## src/sv/pss_pkg.sv

```systemverilog
package pss_pkg;

	localparam int NUM_KEYS_DEF = 12;

	localparam int KEY_W      = 4;
	localparam int MASK_W     = 12;
	localparam int ACC_W      = 32;
	localparam int SUM_W      = 12;
	localparam int SAMPLE_W   = 12;
	localparam int WEIGHT_W   = 4;
	localparam int TOP_W      = 8;

	localparam int LEVEL_W    = 5;
	localparam int OCT_W      = 4;
	localparam int MODE_W     = 2;
	localparam int SET_W      = 4;
	localparam int CFG_IDX_W  = 2;
	localparam int CFG_DATA_W = 5;

	localparam logic OP_SCAN = 1'b0;
	localparam logic OP_TICK = 1'b1;

	localparam logic [CFG_IDX_W-1:0] CFG_OUTPUT_LEVEL = 2'd0;
	localparam logic [CFG_IDX_W-1:0] CFG_OCTAVE_SHIFT = 2'd1;
	localparam logic [CFG_IDX_W-1:0] CFG_TONE_MODE    = 2'd2;
	localparam logic [CFG_IDX_W-1:0] CFG_TONE_SETTING = 2'd3;

	localparam logic [MODE_W-1:0] MODE_PLAIN     = 2'd0;
	localparam logic [MODE_W-1:0] MODE_LOW_PASS  = 2'd1;
	localparam logic [MODE_W-1:0] MODE_HIGH_PASS = 2'd2;

	localparam logic [LEVEL_W-1:0] LEVEL_RST   = 5'd12;
	localparam logic [OCT_W-1:0]   OCTAVE_RST  = 4'd4;
	localparam logic [MODE_W-1:0]  MODE_RST    = MODE_PLAIN;
	localparam logic [SET_W-1:0]   SETTING_RST = 4'd0;

	localparam logic [OCT_W-1:0]  OCT_CENTRE   = 4'd4;
	localparam logic [MASK_W-1:0] ALL_RELEASED = 12'hFFF;
	localparam logic [ACC_W-1:0]  STEP_MULT    = 32'd195225;

	// Division by ten as a multiply by the rounded-up reciprocal, exact for 32-bit values.
	localparam logic [2*ACC_W-1:0] RECIP_10    = 64'h0000_0000_CCCC_CCCD;
	localparam int                 RECIP_SHIFT = 35;

	localparam logic signed [6:0] LPF_BIAS   = 7'sd18;
	localparam logic signed [6:0] HPF_BIAS   = 7'sd7;
	localparam logic signed [6:0] WEIGHT_MIN = 7'sd1;
	localparam logic signed [6:0] WEIGHT_MAX = 7'sd10;

	localparam logic [3:0]          FULL_SHIFT  = 4'd8;
	localparam logic signed [SUM_W-1:0] SAMPLE_BIAS = 12'sd128;

	typedef struct packed {
		logic [LEVEL_W-1:0] output_level;
		logic [OCT_W-1:0]   octave_shift;
		logic [MODE_W-1:0]  tone_mode;
		logic [SET_W-1:0]   tone_setting;
	} cfg_t;

	typedef struct packed {
		logic             valid;
		logic [KEY_W-1:0] voice;
		logic [ACC_W-1:0] step;
	} step_word_t;

	typedef struct packed {
		logic             busy;
		logic [KEY_W-1:0] count;
	} key_list_status_t;

	function automatic logic [8:0] base_step(input logic [KEY_W-1:0] key);
		logic [8:0] b;
		unique case (key)
			4'd0, 4'd12: b = 9'd262;
			4'd1, 4'd13: b = 9'd277;
			4'd2, 4'd14: b = 9'd294;
			4'd3, 4'd15: b = 9'd311;
			4'd4:        b = 9'd330;
			4'd5:        b = 9'd349;
			4'd6:        b = 9'd370;
			4'd7:        b = 9'd392;
			4'd8:        b = 9'd415;
			4'd9:        b = 9'd440;
			4'd10:       b = 9'd466;
			4'd11:       b = 9'd494;
		endcase
		return b;
	endfunction

	function automatic logic [ACC_W-1:0] shifted_base(input logic [KEY_W-1:0] key,
		input logic [OCT_W-1:0] octave);
		logic [ACC_W-1:0] base;
		logic [ACC_W-1:0] res;
		base = ACC_W'(base_step(key));
		if (octave >= OCT_CENTRE) begin
			res = base << (octave - OCT_CENTRE);
		end else begin
			res = base >> (OCT_CENTRE - octave);
		end
		return res;
	endfunction

	function automatic logic [WEIGHT_W-1:0] tone_weight(input logic [MODE_W-1:0] mode,
		input logic [SET_W-1:0] setting, input logic [KEY_W-1:0] key);
		logic signed [6:0] w;
		logic [WEIGHT_W-1:0] res;
		if (mode == MODE_LOW_PASS) begin
			w = LPF_BIAS - $signed({3'b000, setting}) - $signed({3'b000, key});
		end else begin
			w = $signed({3'b000, key}) + HPF_BIAS - $signed({3'b000, setting});
		end
		if (w < WEIGHT_MIN) begin
			res = WEIGHT_W'(WEIGHT_MIN);
		end else if (w > WEIGHT_MAX) begin
			res = WEIGHT_W'(WEIGHT_MAX);
		end else begin
			res = w[WEIGHT_W-1:0];
		end
		return res;
	endfunction

endpackage

```

## src/sv/pss_ifs.sv

```systemverilog
interface pss_cmd_if import pss_pkg::*; ();
	logic              valid;
	logic              ready;
	logic              operation;
	logic [MASK_W-1:0] key_mask;

	modport source (output valid, output operation, output key_mask, input ready);
	modport sink   (input valid, input operation, input key_mask, output ready);
endinterface

interface pss_smp_if import pss_pkg::*; ();
	logic                       valid;
	logic                       ready;
	logic signed [SAMPLE_W-1:0] sample;

	modport source (output valid, output sample, input ready);
	modport sink   (input valid, input sample, output ready);
endinterface

interface pss_cfg_if import pss_pkg::*; ();
	logic                  valid;
	logic                  ready;
	logic [CFG_IDX_W-1:0]  index;
	logic [CFG_DATA_W-1:0] data;

	modport source (output valid, output index, output data, input ready);
	modport sink   (input valid, input index, input data, output ready);
endinterface

```

## src/sv/pss_key_list.sv

```systemverilog
module pss_key_list import pss_pkg::*; #(
	parameter int NUM_KEYS = NUM_KEYS_DEF
) (
	input  logic             clk,
	input  logic             arst_n,
	input  logic             scan_valid,
	input  logic [MASK_W-1:0] scan_mask,
	input  logic             rd_en,
	input  logic [KEY_W-1:0] rd_voice,
	output logic [KEY_W-1:0] rd_key,
	output key_list_status_t status
);

	localparam int AW = (NUM_KEYS > 1) ? $clog2(NUM_KEYS) : 1;
	localparam logic [KEY_W-1:0] LAST_BIT = KEY_W'(NUM_KEYS - 1);

	logic [KEY_W-1:0] key_mem [NUM_KEYS];

	logic [MASK_W-1:0] prev_mask_q;
	logic [MASK_W-1:0] mask_q;
	logic [KEY_W-1:0]  bit_q;
	logic [KEY_W-1:0]  fill_q;
	logic [KEY_W-1:0]  count_q;
	logic              busy_q;
	logic [KEY_W-1:0]  rd_key_q;
	logic              pressed;

	// Mask bits are active low.
	assign pressed = ~mask_q[bit_q];

	always_ff @(posedge clk or negedge arst_n) begin
		if (!arst_n) begin
			prev_mask_q <= '0;
			count_q     <= '0;
			busy_q      <= 1'b0;
			bit_q       <= '0;
			fill_q      <= '0;
		end else if (scan_valid) begin
			if (scan_mask == ALL_RELEASED) begin
				prev_mask_q <= ALL_RELEASED;
				count_q     <= '0;
			end else if (scan_mask != prev_mask_q) begin
				prev_mask_q <= scan_mask;
				busy_q      <= 1'b1;
				bit_q       <= '0;
				fill_q      <= '0;
			end
		end else if (busy_q) begin
			if (pressed) begin
				fill_q <= fill_q + 1'b1;
			end
			if (bit_q == LAST_BIT) begin
				busy_q  <= 1'b0;
				count_q <= fill_q + KEY_W'(pressed);
			end
			bit_q <= bit_q + 1'b1;
		end
	end

	always_ff @(posedge clk) begin
		if (scan_valid) begin
			mask_q <= scan_mask;
		end
	end

	always_ff @(posedge clk) begin
		if (busy_q && pressed) begin
			key_mem[fill_q[AW-1:0]] <= bit_q;
		end
	end

	always_ff @(posedge clk) begin
		if (rd_en) begin
			rd_key_q <= key_mem[rd_voice[AW-1:0]];
		end
	end

	assign rd_key       = rd_key_q;
	assign status.busy  = busy_q;
	assign status.count = count_q;

endmodule

```

## src/sv/pss_step_calc.sv

```systemverilog
module pss_step_calc import pss_pkg::*; (
	input  logic             clk,
	input  logic             arst_n,
	input  cfg_t             cfg,
	input  logic             issue_valid,
	input  logic [KEY_W-1:0] issue_voice,
	input  logic [KEY_W-1:0] key_rdata,
	output step_word_t       step_out,
	output logic             busy
);

	logic v_s1, v_s2, v_s3, v_s4;
	logic [KEY_W-1:0] voice_s1, voice_s2, voice_s3, voice_s4;
	logic [KEY_W-1:0] key_s2, key_s3;
	logic [ACC_W-1:0] prod_s2;
	logic [ACC_W-1:0] plain_s3;
	logic [ACC_W-1:0] quot_s3;
	logic [ACC_W-1:0] step_s4;
	logic [2*ACC_W-1:0] recip;
	logic filtered;

	assign recip    = {{ACC_W{1'b0}}, prod_s2} * RECIP_10;
	assign filtered = (cfg.tone_mode == MODE_LOW_PASS) || (cfg.tone_mode == MODE_HIGH_PASS);

	always_ff @(posedge clk or negedge arst_n) begin
		if (!arst_n) begin
			v_s1 <= 1'b0;
			v_s2 <= 1'b0;
			v_s3 <= 1'b0;
			v_s4 <= 1'b0;
		end else begin
			v_s1 <= issue_valid;
			v_s2 <= v_s1;
			v_s3 <= v_s2;
			v_s4 <= v_s3;
		end
	end

	// The key memory answers in the cycle after the issue, in line with stage one.
	always_ff @(posedge clk) begin
		voice_s1 <= issue_voice;
		voice_s2 <= voice_s1;
		key_s2   <= key_rdata;
		prod_s2  <= shifted_base(key_rdata, cfg.octave_shift) * STEP_MULT;
		voice_s3 <= voice_s2;
		key_s3   <= key_s2;
		plain_s3 <= prod_s2;
		quot_s3  <= ACC_W'(recip >> RECIP_SHIFT);
		voice_s4 <= voice_s3;
		if (filtered) begin
			step_s4 <= quot_s3 * ACC_W'(tone_weight(cfg.tone_mode, cfg.tone_setting, key_s3));
		end else begin
			step_s4 <= plain_s3;
		end
	end

	assign step_out.valid = v_s4;
	assign step_out.voice = voice_s4;
	assign step_out.step  = step_s4;
	assign busy           = v_s1 | v_s2 | v_s3 | v_s4;

endmodule

```

## src/sv/pss_phase_acc.sv

```systemverilog
module pss_phase_acc import pss_pkg::*; #(
	parameter int NUM_KEYS = NUM_KEYS_DEF
) (
	input  logic                    clk,
	input  logic                    arst_n,
	input  step_word_t              step_in,
	input  logic                    sum_clr,
	output logic signed [SUM_W-1:0] sum,
	output logic                    busy
);

	localparam int AW = (NUM_KEYS > 1) ? $clog2(NUM_KEYS) : 1;

	logic [ACC_W-1:0]    acc_mem [NUM_KEYS];
	logic [NUM_KEYS-1:0] acc_valid_q;

	logic             v_s5, v_s6;
	logic [KEY_W-1:0] voice_s5;
	logic [ACC_W-1:0] step_s5;
	logic [ACC_W-1:0] rdata_s5;
	logic             hit_s5;
	logic [ACC_W-1:0] acc_new;
	logic signed [TOP_W-1:0] top_s6;
	logic signed [SUM_W-1:0] sum_q;

	// An entry never written since reset reads as zero.
	assign acc_new = (hit_s5 ? rdata_s5 : '0) + step_s5;

	always_ff @(posedge clk or negedge arst_n) begin
		if (!arst_n) begin
			v_s5        <= 1'b0;
			v_s6        <= 1'b0;
			acc_valid_q <= '0;
			sum_q       <= '0;
		end else begin
			v_s5 <= step_in.valid;
			v_s6 <= v_s5;
			if (v_s5) begin
				acc_valid_q[voice_s5[AW-1:0]] <= 1'b1;
			end
			if (sum_clr) begin
				sum_q <= '0;
			end else if (v_s6) begin
				sum_q <= sum_q + {{(SUM_W-TOP_W){top_s6[TOP_W-1]}}, top_s6};
			end
		end
	end

	// Each voice is touched once per tick and ticks never overlap, so the
	// read of one voice cannot meet a pending write of the same voice.
	always_ff @(posedge clk) begin
		if (step_in.valid) begin
			rdata_s5 <= acc_mem[step_in.voice[AW-1:0]];
		end
		hit_s5   <= acc_valid_q[step_in.voice[AW-1:0]];
		voice_s5 <= step_in.voice;
		step_s5  <= step_in.step;
		top_s6   <= acc_new[ACC_W-1 -: TOP_W];
	end

	always_ff @(posedge clk) begin
		if (v_s5) begin
			acc_mem[voice_s5[AW-1:0]] <= acc_new;
		end
	end

	assign sum  = sum_q;
	assign busy = v_s5 | v_s6;

endmodule

```

## src/sv/polyphonic_sawtooth_synth_unit.sv

```systemverilog
// Channel  Dir  Word
// cmd      in   operation (0 scan, 1 tick), key_mask (active low)
// smp      out  sample, one word per tick
// cfg      in   index, data; always ready
//
// A scan ends once the key list is idle, after any rebuild of the voice list by the mask.
// In a tick, one voice per cycle is issued into a six-stage pipe around the phase
// memory, then the sum is scaled and registered.
// Reset restores the configuration defaults and clears the voice list and phase valid bits at once; no sweep.
// A new word is taken while a finished sample waits; a tick stalls only at its end.
module polyphonic_sawtooth_synth_unit import pss_pkg::*; #(
	parameter int NUM_KEYS = NUM_KEYS_DEF
) (
	input  logic     clk,
	input  logic     arst_n,
	pss_cmd_if.sink  cmd,
	pss_smp_if.source smp,
	pss_cfg_if.sink  cfg
);

	localparam logic [1:0] ST_IDLE = 2'd0;
	localparam logic [1:0] ST_SCAN = 2'd1;
	localparam logic [1:0] ST_TICK = 2'd2;
	localparam logic [1:0] ST_DONE = 2'd3;

	logic [1:0]       state_q;
	cfg_t             cfg_q;
	logic [KEY_W-1:0] voice_q;
	logic             smp_valid_q;
	logic signed [SAMPLE_W-1:0] sample_q;

	logic             accept;
	logic             scan_start;
	logic             issue;
	logic             load;
	logic             step_busy;
	logic             phase_busy;
	logic [KEY_W-1:0] key_rdata;
	key_list_status_t kl_status;
	step_word_t       step_word;
	logic signed [SUM_W-1:0] sum;
	logic [3:0]       half_level;
	logic [3:0]       shift;
	logic signed [SUM_W-1:0] scaled;

	assign accept     = cmd.valid && cmd.ready;
	assign scan_start = accept && (cmd.operation == OP_SCAN);
	assign issue      = (state_q == ST_TICK) && (voice_q < kl_status.count);
	assign load       = (state_q == ST_DONE) && (!smp_valid_q || smp.ready);

	assign half_level = cfg_q.output_level[LEVEL_W-1:1];
	assign shift      = (half_level >= FULL_SHIFT) ? 4'd0 : FULL_SHIFT - half_level;
	assign scaled     = (sum >>> shift) + SAMPLE_BIAS;

	assign cmd.ready  = (state_q == ST_IDLE);
	assign cfg.ready  = 1'b1;
	assign smp.valid  = smp_valid_q;
	assign smp.sample = sample_q;

	always_ff @(posedge clk or negedge arst_n) begin
		if (!arst_n) begin
			cfg_q.output_level <= LEVEL_RST;
			cfg_q.octave_shift <= OCTAVE_RST;
			cfg_q.tone_mode    <= MODE_RST;
			cfg_q.tone_setting <= SETTING_RST;
		end else if (cfg.valid) begin
			unique case (cfg.index)
				CFG_OUTPUT_LEVEL: cfg_q.output_level <= cfg.data;
				CFG_OCTAVE_SHIFT: cfg_q.octave_shift <= cfg.data[OCT_W-1:0];
				CFG_TONE_MODE:    cfg_q.tone_mode    <= cfg.data[MODE_W-1:0];
				CFG_TONE_SETTING: cfg_q.tone_setting <= cfg.data[SET_W-1:0];
			endcase
		end
	end

	always_ff @(posedge clk or negedge arst_n) begin
		if (!arst_n) begin
			state_q     <= ST_IDLE;
			voice_q     <= '0;
			smp_valid_q <= 1'b0;
		end else begin
			if (load) begin
				smp_valid_q <= 1'b1;
			end else if (smp.ready) begin
				smp_valid_q <= 1'b0;
			end
			unique case (state_q)
				ST_IDLE: begin
					if (accept) begin
						voice_q <= '0;
						state_q <= (cmd.operation == OP_TICK) ? ST_TICK : ST_SCAN;
					end
				end
				ST_SCAN: begin
					if (!kl_status.busy) begin
						state_q <= ST_IDLE;
					end
				end
				ST_TICK: begin
					if (issue) begin
						voice_q <= voice_q + 1'b1;
					end else if (!step_busy && !phase_busy) begin
						state_q <= ST_DONE;
					end
				end
				ST_DONE: begin
					if (load) begin
						state_q <= ST_IDLE;
					end
				end
			endcase
		end
	end

	always_ff @(posedge clk) begin
		if (load) begin
			sample_q <= scaled;
		end
	end

	pss_key_list #(
		.NUM_KEYS(NUM_KEYS)
	) u_key_list (
		.clk       (clk),
		.arst_n    (arst_n),
		.scan_valid(scan_start),
		.scan_mask (cmd.key_mask),
		.rd_en     (issue),
		.rd_voice  (voice_q),
		.rd_key    (key_rdata),
		.status    (kl_status)
	);

	pss_step_calc u_step_calc (
		.clk        (clk),
		.arst_n     (arst_n),
		.cfg        (cfg_q),
		.issue_valid(issue),
		.issue_voice(voice_q),
		.key_rdata  (key_rdata),
		.step_out   (step_word),
		.busy       (step_busy)
	);

	pss_phase_acc #(
		.NUM_KEYS(NUM_KEYS)
	) u_phase_acc (
		.clk    (clk),
		.arst_n (arst_n),
		.step_in(step_word),
		.sum_clr(accept && (cmd.operation == OP_TICK)),
		.sum    (sum),
		.busy   (phase_busy)
	);

endmodule

```

## src/flat_wrapper.sv

```systemverilog
// flat-port wrapper written by rule: the top's interface ports become plain ports
module polyphonic_sawtooth_synth_unit_flat import pss_pkg::*;
#(
	parameter int NUM_KEYS = NUM_KEYS_DEF
)
  (clk, arst_n, cmd_valid, cmd_operation, cmd_key_mask, cmd_ready, smp_valid, smp_sample, smp_ready, cfg_valid, cfg_index, cfg_data, cfg_ready);
  pss_cmd_if cmd_i ();
  pss_smp_if smp_i ();
  pss_cfg_if cfg_i ();
  input  logic clk;
  input  logic arst_n;
  input wire logic [$bits(cmd_i.valid)-1:0] cmd_valid;
  input wire logic [$bits(cmd_i.operation)-1:0] cmd_operation;
  input wire logic [$bits(cmd_i.key_mask)-1:0] cmd_key_mask;
  output wire logic [$bits(cmd_i.ready)-1:0] cmd_ready;
  output wire logic [$bits(smp_i.valid)-1:0] smp_valid;
  output wire logic [$bits(smp_i.sample)-1:0] smp_sample;
  input wire logic [$bits(smp_i.ready)-1:0] smp_ready;
  input wire logic [$bits(cfg_i.valid)-1:0] cfg_valid;
  input wire logic [$bits(cfg_i.index)-1:0] cfg_index;
  input wire logic [$bits(cfg_i.data)-1:0] cfg_data;
  output wire logic [$bits(cfg_i.ready)-1:0] cfg_ready;
  assign cmd_i.valid = cmd_valid;
  assign cmd_i.operation = cmd_operation;
  assign cmd_i.key_mask = cmd_key_mask;
  assign cmd_ready = cmd_i.ready;
  assign smp_valid = smp_i.valid;
  assign smp_sample = smp_i.sample;
  assign smp_i.ready = smp_ready;
  assign cfg_i.valid = cfg_valid;
  assign cfg_i.index = cfg_index;
  assign cfg_i.data = cfg_data;
  assign cfg_ready = cfg_i.ready;
  polyphonic_sawtooth_synth_unit #(.NUM_KEYS(NUM_KEYS)) u_core (.clk(clk), .arst_n(arst_n), .cmd(cmd_i), .smp(smp_i), .cfg(cfg_i));
endmodule
```

## config.mk

```make
export PLATFORM = sky130hd
export DESIGN_NAME = polyphonic_sawtooth_synth_unit_flat
export DESIGN_NICKNAME = d
export VERILOG_FILES = /design/src/sv/pss_pkg.sv /design/src/sv/pss_ifs.sv /design/src/sv/pss_key_list.sv /design/src/sv/pss_step_calc.sv /design/src/sv/pss_phase_acc.sv /design/src/sv/polyphonic_sawtooth_synth_unit.sv /design/src/flat_wrapper.sv
export SDC_FILE = /design/constraint.sdc
export NUM_CORES = 2
export LEC_CHECK = 0
export BUFFER_PORTS_ARGS = -buffer_cell sky130_fd_sc_hd__buf_4
export CORE_ASPECT_RATIO = 1.5
export CORE_MARGIN = 5
export CORE_UTILIZATION = 60
export DETAILED_ROUTE_END_ITERATION = 8
export MAX_ROUTING_LAYER = met4
export PLACE_DENSITY = 0.85
export SLEW_MARGIN = 20
export SYNTH_ARGS = -nofsm -noshare
export SYNTH_HDL_FRONTEND = slang
export SYNTH_SLANG_ARGS = --single-unit
```

## constraint.sdc

```tcl
create_clock -name clk -period 11.4 [get_ports clk]
set_input_delay 2.28 -clock clk [delete_from_list [all_inputs] [get_ports clk]]
set_output_delay 2.28 -clock clk [all_outputs]
set_load 0.1 [all_outputs]
```

## After elaboration in Yosys (flattened, before gate mapping)

Memories as Yosys holds them, arrays and structs flattened. A register that Yosys moved wholly into a read port is not among the register bits.
Cells that the tools add are included.

| storage, ports and cells | value |
|---|---|
| flip-flop bits (word level) | 295 |
| memory bits (writable) | 432 |
| ROM bits | 128 |
| input port bits | 25 |
| output and inout bits | 15 |
| logic and storage cells | 179 |
| memories | 3 |

Memories:

| memory | depth | bits a word | read ports | clocked after Yosys merged registers in | wr ports | RTL line | RTL |
|---|---|---|---|---|---|---|---|
| u_core.u_phase_acc.acc_mem | 12 | 32 | 1 | 1 | 1 | pss_phase_acc.sv:14 | `logic [ACC_W-1:0] acc_mem [NUM_KEYS];` |
| (no name shown) | 16 | 8 | 1 | 0 | 0 | pss_pkg.sv:73 | `unique case (key)` |
| u_core.u_key_list.key_mem | 12 | 4 | 1 | 1 | 1 | pss_key_list.sv:17 | `logic [KEY_W-1:0] key_mem [NUM_KEYS];` |

| operators by class | value |
|---|---|
| add/sub/neg operators | 14 |
| $mul | 3 |
| $lt $le $gt $ge | 9 |
| eq/ne operators | 21 |
| shift operators | 3 |
| mux-type cells | 51 |
| bitwise gates (word level) | 7 |
| reduce and logical (&&, ||, !) cells | 32 |

Operators with widths:

| kind | number |
|---|---|
| $mux W32 | 3 |
| $mux W4 | 17 |
| $mul A32 B32 Y64 const B | 1 |
| $mux W12 | 4 |
| $add A32 B32 Y32 | 1 |
| $mul A29 B4 Y32 | 1 |
| $mul A32 B18 Y32 const B | 1 |
| $shl A9 B4 Y32 | 1 |
| $shr A9 B4 Y32 | 1 |
| $ne A2 B2 Y1 const B | 8 |
| $lt A4 B5 Y1 const B | 3 |
| $mux W1 | 14 |
| $mux W7 | 2 |
| $add A12 B12 Y12 | 1 |
| $add A12 B9 Y12 const B | 1 |
| $add A4 B1 Y4 const B | 3 |
| $eq A12 B12 Y1 const B | 1 |
| $mux W2 | 6 |
| $ne A12 B12 Y1 | 1 |
| $or A12 B12 Y12 | 1 |
| $reduce_and A2 Y1 | 6 |
| $reduce_bool A2 Y1 | 6 |
| $sshr A12 B4 Y12 | 1 |
| $eq A2 B2 Y1 const B | 5 |
| other kinds (30) | 51 |

## Longest topological paths before layout

| logic depth | value |
|---|---|
| depth in word-level cells | 10 |
| mapped depth | 33 |
| mapped depth without buffers | 33 |

## Hierarchy

From an unflattened synthesis, not the netlist that was laid out.

| second synthesis, totals | value |
|---|---|
| cell total of the unflattened synthesis | 4788 |
| area, all modules | 57351.3 um^2 |

By module, submodules not included:

| module | times used | cells an instance | area an instance (um^2) |
|---|---|---|---|
| pss_step_calc | 1 | 3249 | 31755.5 |
| pss_phase_acc | 1 | 1116 | 19764.0 |
| pss_key_list | 1 | 230 | 3809.9 |
| polyphonic_sawtooth_synth_unit | 1 | 193 | 2021.9 |

## Worst setup path after synthesis

Ideal clock, no wire load.

| timing path | value |
|---|---|
| kind | register to register |
| from | register u_core.cfg_q[6] (netlist name) |
| to | register u_core.u_step_calc.prod_s2[31] |
| data arrival time | 7.527 ns |
| required time | 11.271 ns |
| path slack | 3.744 ns |
| cell stages (with the launch flop) | 27 |
| buffers on the path | 2 |
| path through | dfrtp_1 > clkbuf_1 > clkinv_1 > ha_1 > clkbuf_1 > mux2i_1 > mux2i_1 > o22ai_1 > inv_1 > fa_1 > fa_1 > inv_1 > fa_1 > fa_1 > fa_1 > fa_1 > ha_1 > o21a_1 > o21a_1 > o21a_1 > o21a_1 > o31ai_4 > a21oi_2 > o41ai_2 > o21ai_1 > a21oi_1 > xnor3_1 |

| on the way | value |
|---|---|
| cells in the longest elaborated chain, start to end | 4 |
| elaborated cells on any way between the ends | 7 |
| classes of those cells | 2 x add/sub; 1 x mul; 1 x order compare; 2 x shift; 1 x mux |

RTL lines:

| element | RTL line | RTL |
|---|---|---|
| start: declaration | polyphonic_sawtooth_synth_unit.sv:27 | `cfg_t cfg_q;` |
| $sub A3 B4 Y4 / $sub A4 B3 Y4 (equally long branches) | pss_pkg.sv:98, pss_pkg.sv:96 |  |
| $shr A9 B4 Y32 / $shl A9 B4 Y32 (equally long branches) | pss_pkg.sv:98, pss_pkg.sv:96 |  |
| $mux W32 (*) | pss_pkg.sv:95 | `if (octave >= OCT_CENTRE) begin` |
| $mul A32 B18 Y32 (*) | pss_step_calc.sv:44 | `prod_s2 <= shifted_base(key_rdata, cfg.octave_shift) * STEP_MULT;` |
| end signal: assignment | pss_step_calc.sv:44 |  |
| end: declaration | pss_step_calc.sv:15 | `logic [ACC_W-1:0] prod_s2;` |

Every way passes the cells marked *; elsewhere a longest branch is shown, timed or not.
A chain may end at the register's enable or synchronous reset.

## Worst setup path after layout

Ends and elaborated chain as after synthesis.

==> results.rst <==
.. list-table::
   :header-rows: 1

   * - Metric
     - Value
   * - Synthesized area per cell
     - 11.9 sq um
   * - Vertical die dimension
     - 388 um
   * - Post-synth top flop
     - edfxtp_1
   * - Required time at the endpoint of the critical path
     - 11,900 ps
   * - Most common cell in the synthesized netlist
     - inv_1
   * - Post-route antenna net violation count
     - 0
   * - Post-Layout Cell Count
     - 6,173
   * - Count of standard-cell rows
     - 138
   * - Startpoint Class
     - flip-flop
   * - Top cells by count, synth
     - inv_1, fa_1, ha_1
   * - NumNets Final
     - 6,104
   * - Number of endpoints failing setup at the final stage
     - 0
   * - Vias in the first global route
     - 39,900
   * - Top-level port count
     - 40
   * - Capturing element type of the critical path
     - flip-flop
   * - Part of the cycle the worst path needs
     - 75.2%
   * - Die span in x
     - 262 um
   * - Post-route DRC violation count
     - 0
   * - Main combinational cell family by area after synthesis
     - adder cells
   * - Final WL
     - 143,000 um
   * - Share of layout cells above drive strength 1
     - 8.19%
   * - XOR/XNOR share of the synthesized area
     - 2.40%
   * - Worst Skew
     - 25.0 ps
   * - Worst slew margin
     - 22.5%
   * - Leading cell types by total area after synthesis
     - edfxtp_1, fa_1, ha_1
   * - Total non-filler cell area in the finished layout
     - 61,500 sq um
   * - Register area share after synthesis
     - 36.0%
   * - Via density per instance
     - 5.85
   * - Iter 0 DRT Violations
     - 2,841
   * - Final estimated routing congestion in global placement
     - 1.08
   * - Clock root cell
     - clkbuf_16
   * - Pins over their slew limit
     - 0
   * - Number of gates given a new drive strength after cts
     - 0
   * - Clock buffers created by TritonCTS
     - 73
   * - Multiplexer share of the synthesized area
     - 6.64%
   * - Port Buffer Count
     - 38
   * - Post-cts hold buffer count
     - 0
   * - Largest net degree at the start of global routing
     - 77
   * - Antenna violations before repair
     - 0
   * - Maximum clock frequency
     - 117 MHz
   * - Syn_nets
     - 6,048
   * - Via count of the routed design
     - 36,100
   * - Area added between synthesis and finish
     - 7.65%
   * - Warning count from the yosys run
     - 0
   * - Total iterations of the first detailed-routing run
     - 6
   * - Number of synthesized register bits
     - 762
   * - Count of flip-flops with a built-in enable after synthesis
     - 492
   * - Worst Hold Class
     - flip-flop to flip-flop
   * - Global router's overall resource usage
     - 29.7%
   * - CTS Buffer Depth
     - 3
   * - DP HPWL
     - 108,000 um
   * - TritonCTS Sinks
     - 762
   * - Die Outline Area
     - 102,000 sq um
   * - Crit Path Class
     - flip-flop to flip-flop
   * - Max-cap violations
     - 0
   * - Mean routed wirelength per cell
     - 23.2 um
   * - Slew @ Worst Pin
     - 1160 ps
   * - H-tree level count
     - 3
   * - Core footprint
     - 94,400 sq um
   * - Cell area after technology mapping
     - 57,100 sq um
   * - Synthesized instance count
     - 4,797
   * - Largest area contributor in the netlist
     - edfxtp_1
   * - Placed cell areas
     - 59,000 sq um
   * - Simple-Gate Fraction of Synth Area
     - 6.30%
   * - Min cycle time layout
     - 8570 ps
   * - Crit-path max FO
     - 29
   * - TritonCTS clock tree
     - done
   * - Worst EP arrival
     - 9070 ps
   * - Share of the synthesized area in the top cell type
     - 25.9%
   * - Post-Synth Adder-Cell Area
     - 35.1%
   * - Clock latency at the later pin of the worst-skew pair
     - 640 ps
   * - Effective utilization at floorplan
     - 60.5%
   * - Number of endpoints with negative hold slack in the final report
     - 0
   * - Number of cells in the design after placement
     - 6,038
   * - Global route overflow
     - 0
   * - Wire length of the first global-routing pass
     - 224,000 um
   * - Setup repair after global routing missed its margin
     - false
   * - Count of different cell masters after synthesis
     - 85
   * - Compound-cell area share of the yosys netlist
     - 5.68%
   * - Worst hold slack
     - 321 ps
   * - Run status
     - finished, final reports clean
   * - Setup bufs post-CTS
     - 0
   * - Post-synthesis async set-or-reset flop share
     - 9.97%
   * - Post-route setup TNS
     - 0 ps
   * - Clock slew at reported path FFs
     - 70 ps
==> layout make-up <==
type	instances	area, sq um
fill	6704	33000
multi-input combinational	2849	32200
sequential	762	20600
inverter	1095	4110
clock buffer	96	2030
tap	1260	1580
timing repair buffer	72	544
clock inverter	37	434
antenna	2	5.00
==> worst paths after layout <==
path	start	end	slack (ps)	cells after the start
worst max-delay path	u_core.cfg_q[6]	u_core.u_step_calc.prod_s2[31]	2830	27
worst min-delay path	u_core.u_step_calc.voice_s1[2]	u_core.u_step_calc.voice_s2[2]	320	0
worst max register to register	u_core.cfg_q[6]	u_core.u_step_calc.prod_s2[31]	2830	27
worst min register to register	u_core.u_step_calc.voice_s1[2]	u_core.u_step_calc.voice_s2[2]	320	0
max in group asynchronous	arst_n	u_core.u_step_calc.v_s4	9180	1
min in group asynchronous	arst_n	u_core.u_phase_acc.v_s6	1690	1
==> stage by stage <==
stage | setup WS [ps] | util [%]
floorplan | 3740 | -
global placement | 2990 | 62.4
detailed placement | 2890 | 62.5
CTS | 2850 | 65.1
global route | 2250 | 65.1
finish | 2830 | 65.1
==> routing by layer <==
layer	wire, um	track usage, %
met3	7750	3.66
met4	11700	18.3
met2	75400	51.7
met1	48400	32.2
met5	0	-
==> registers in the layout (all words and copies together) (netlist names), 8 cells and up <==
name,cells
u_core.u_key_list.prev_mask_q,12
u_core.u_phase_acc.acc_valid_q,12
u_core.u_step_calc.prod_s2,32
u_core.u_phase_acc.top_s6,8
u_core.u_phase_acc.acc_mem,384
u_core.u_step_calc.plain_s3,32
u_core.u_phase_acc.step_s5,32
u_core.u_key_list.mask_q,12
u_core.u_key_list.key_mem,48
u_core.cfg_q,14
u_core.u_step_calc.quot_s3,29
u_core.u_phase_acc.sum,12
u_core.u_phase_acc.rdata_s5,32
u_core.u_step_calc.step_s4,32
u_core.smp.sample,12
==> logic make-up after synthesis <==
kind of cell	Yosys count
xor gates and xnor gates	155
adders and majority gates	1227
DFF	762
and+or+nand+nor	728
AOI/OAI and AO/OA	514
muxes	224
buffers and inverters	1186
other	1
==> cell usage in the layout, fill, tap and decap left out, types with 52 or more instances in the layout <==
| cell type | synthesis | layout |
|---|---|---|
| o21ai_0 | 148 | 148 |
| mux2i_1 | 75 | 75 |
| dfrtp_1 | 73 | 72 |
| xor2_1 | 52 | 52 |
| fa_1 | 629 | 629 |
| buf_4 | 1 | 71 |
| xnor2_1 | 102 | 101 |
| ha_1 | 597 | 596 |
| clkbuf_16 | 0 | 74 |
| a21o_1 | 58 | 58 |
| inv_1 | 1092 | 1092 |
| edfxtp_1 | 492 | 492 |
| and2_1 | 127 | 127 |
| nor2_1 | 143 | 134 |
| a21oi_1 | 138 | 136 |
| mux4_2 | 121 | 121 |
| dfxtp_1 | 194 | 190 |
| nand2_1 | 224 | 224 |
==> worst max-delay path, cell delays in order, from the launching register on <==
cell and delay (ps):
dfrtp_1 900, clkinv_1 450, ha_1 360, xor2_1 450, nor2_1 120, nand2_1 90
o21ai_0 100, o22ai_1 200, a22o_1 440, inv_1 120, fa_1 430, fa_1 490
inv_1 50, fa_1 560, fa_1 430, fa_1 510, fa_1 410, ha_1 370
o21a_1 210, o21a_1 160, o21a_1 170, o21a_1 200, o31ai_4 80, a21oi_2 130
o41ai_2 320, o21ai_1 130, a21oi_1 160, xnor3_1 400
Power is left out: the tool's default activity adds up to more than one toggle a clock period on the data nets, which glitch-free logic cannot reach.
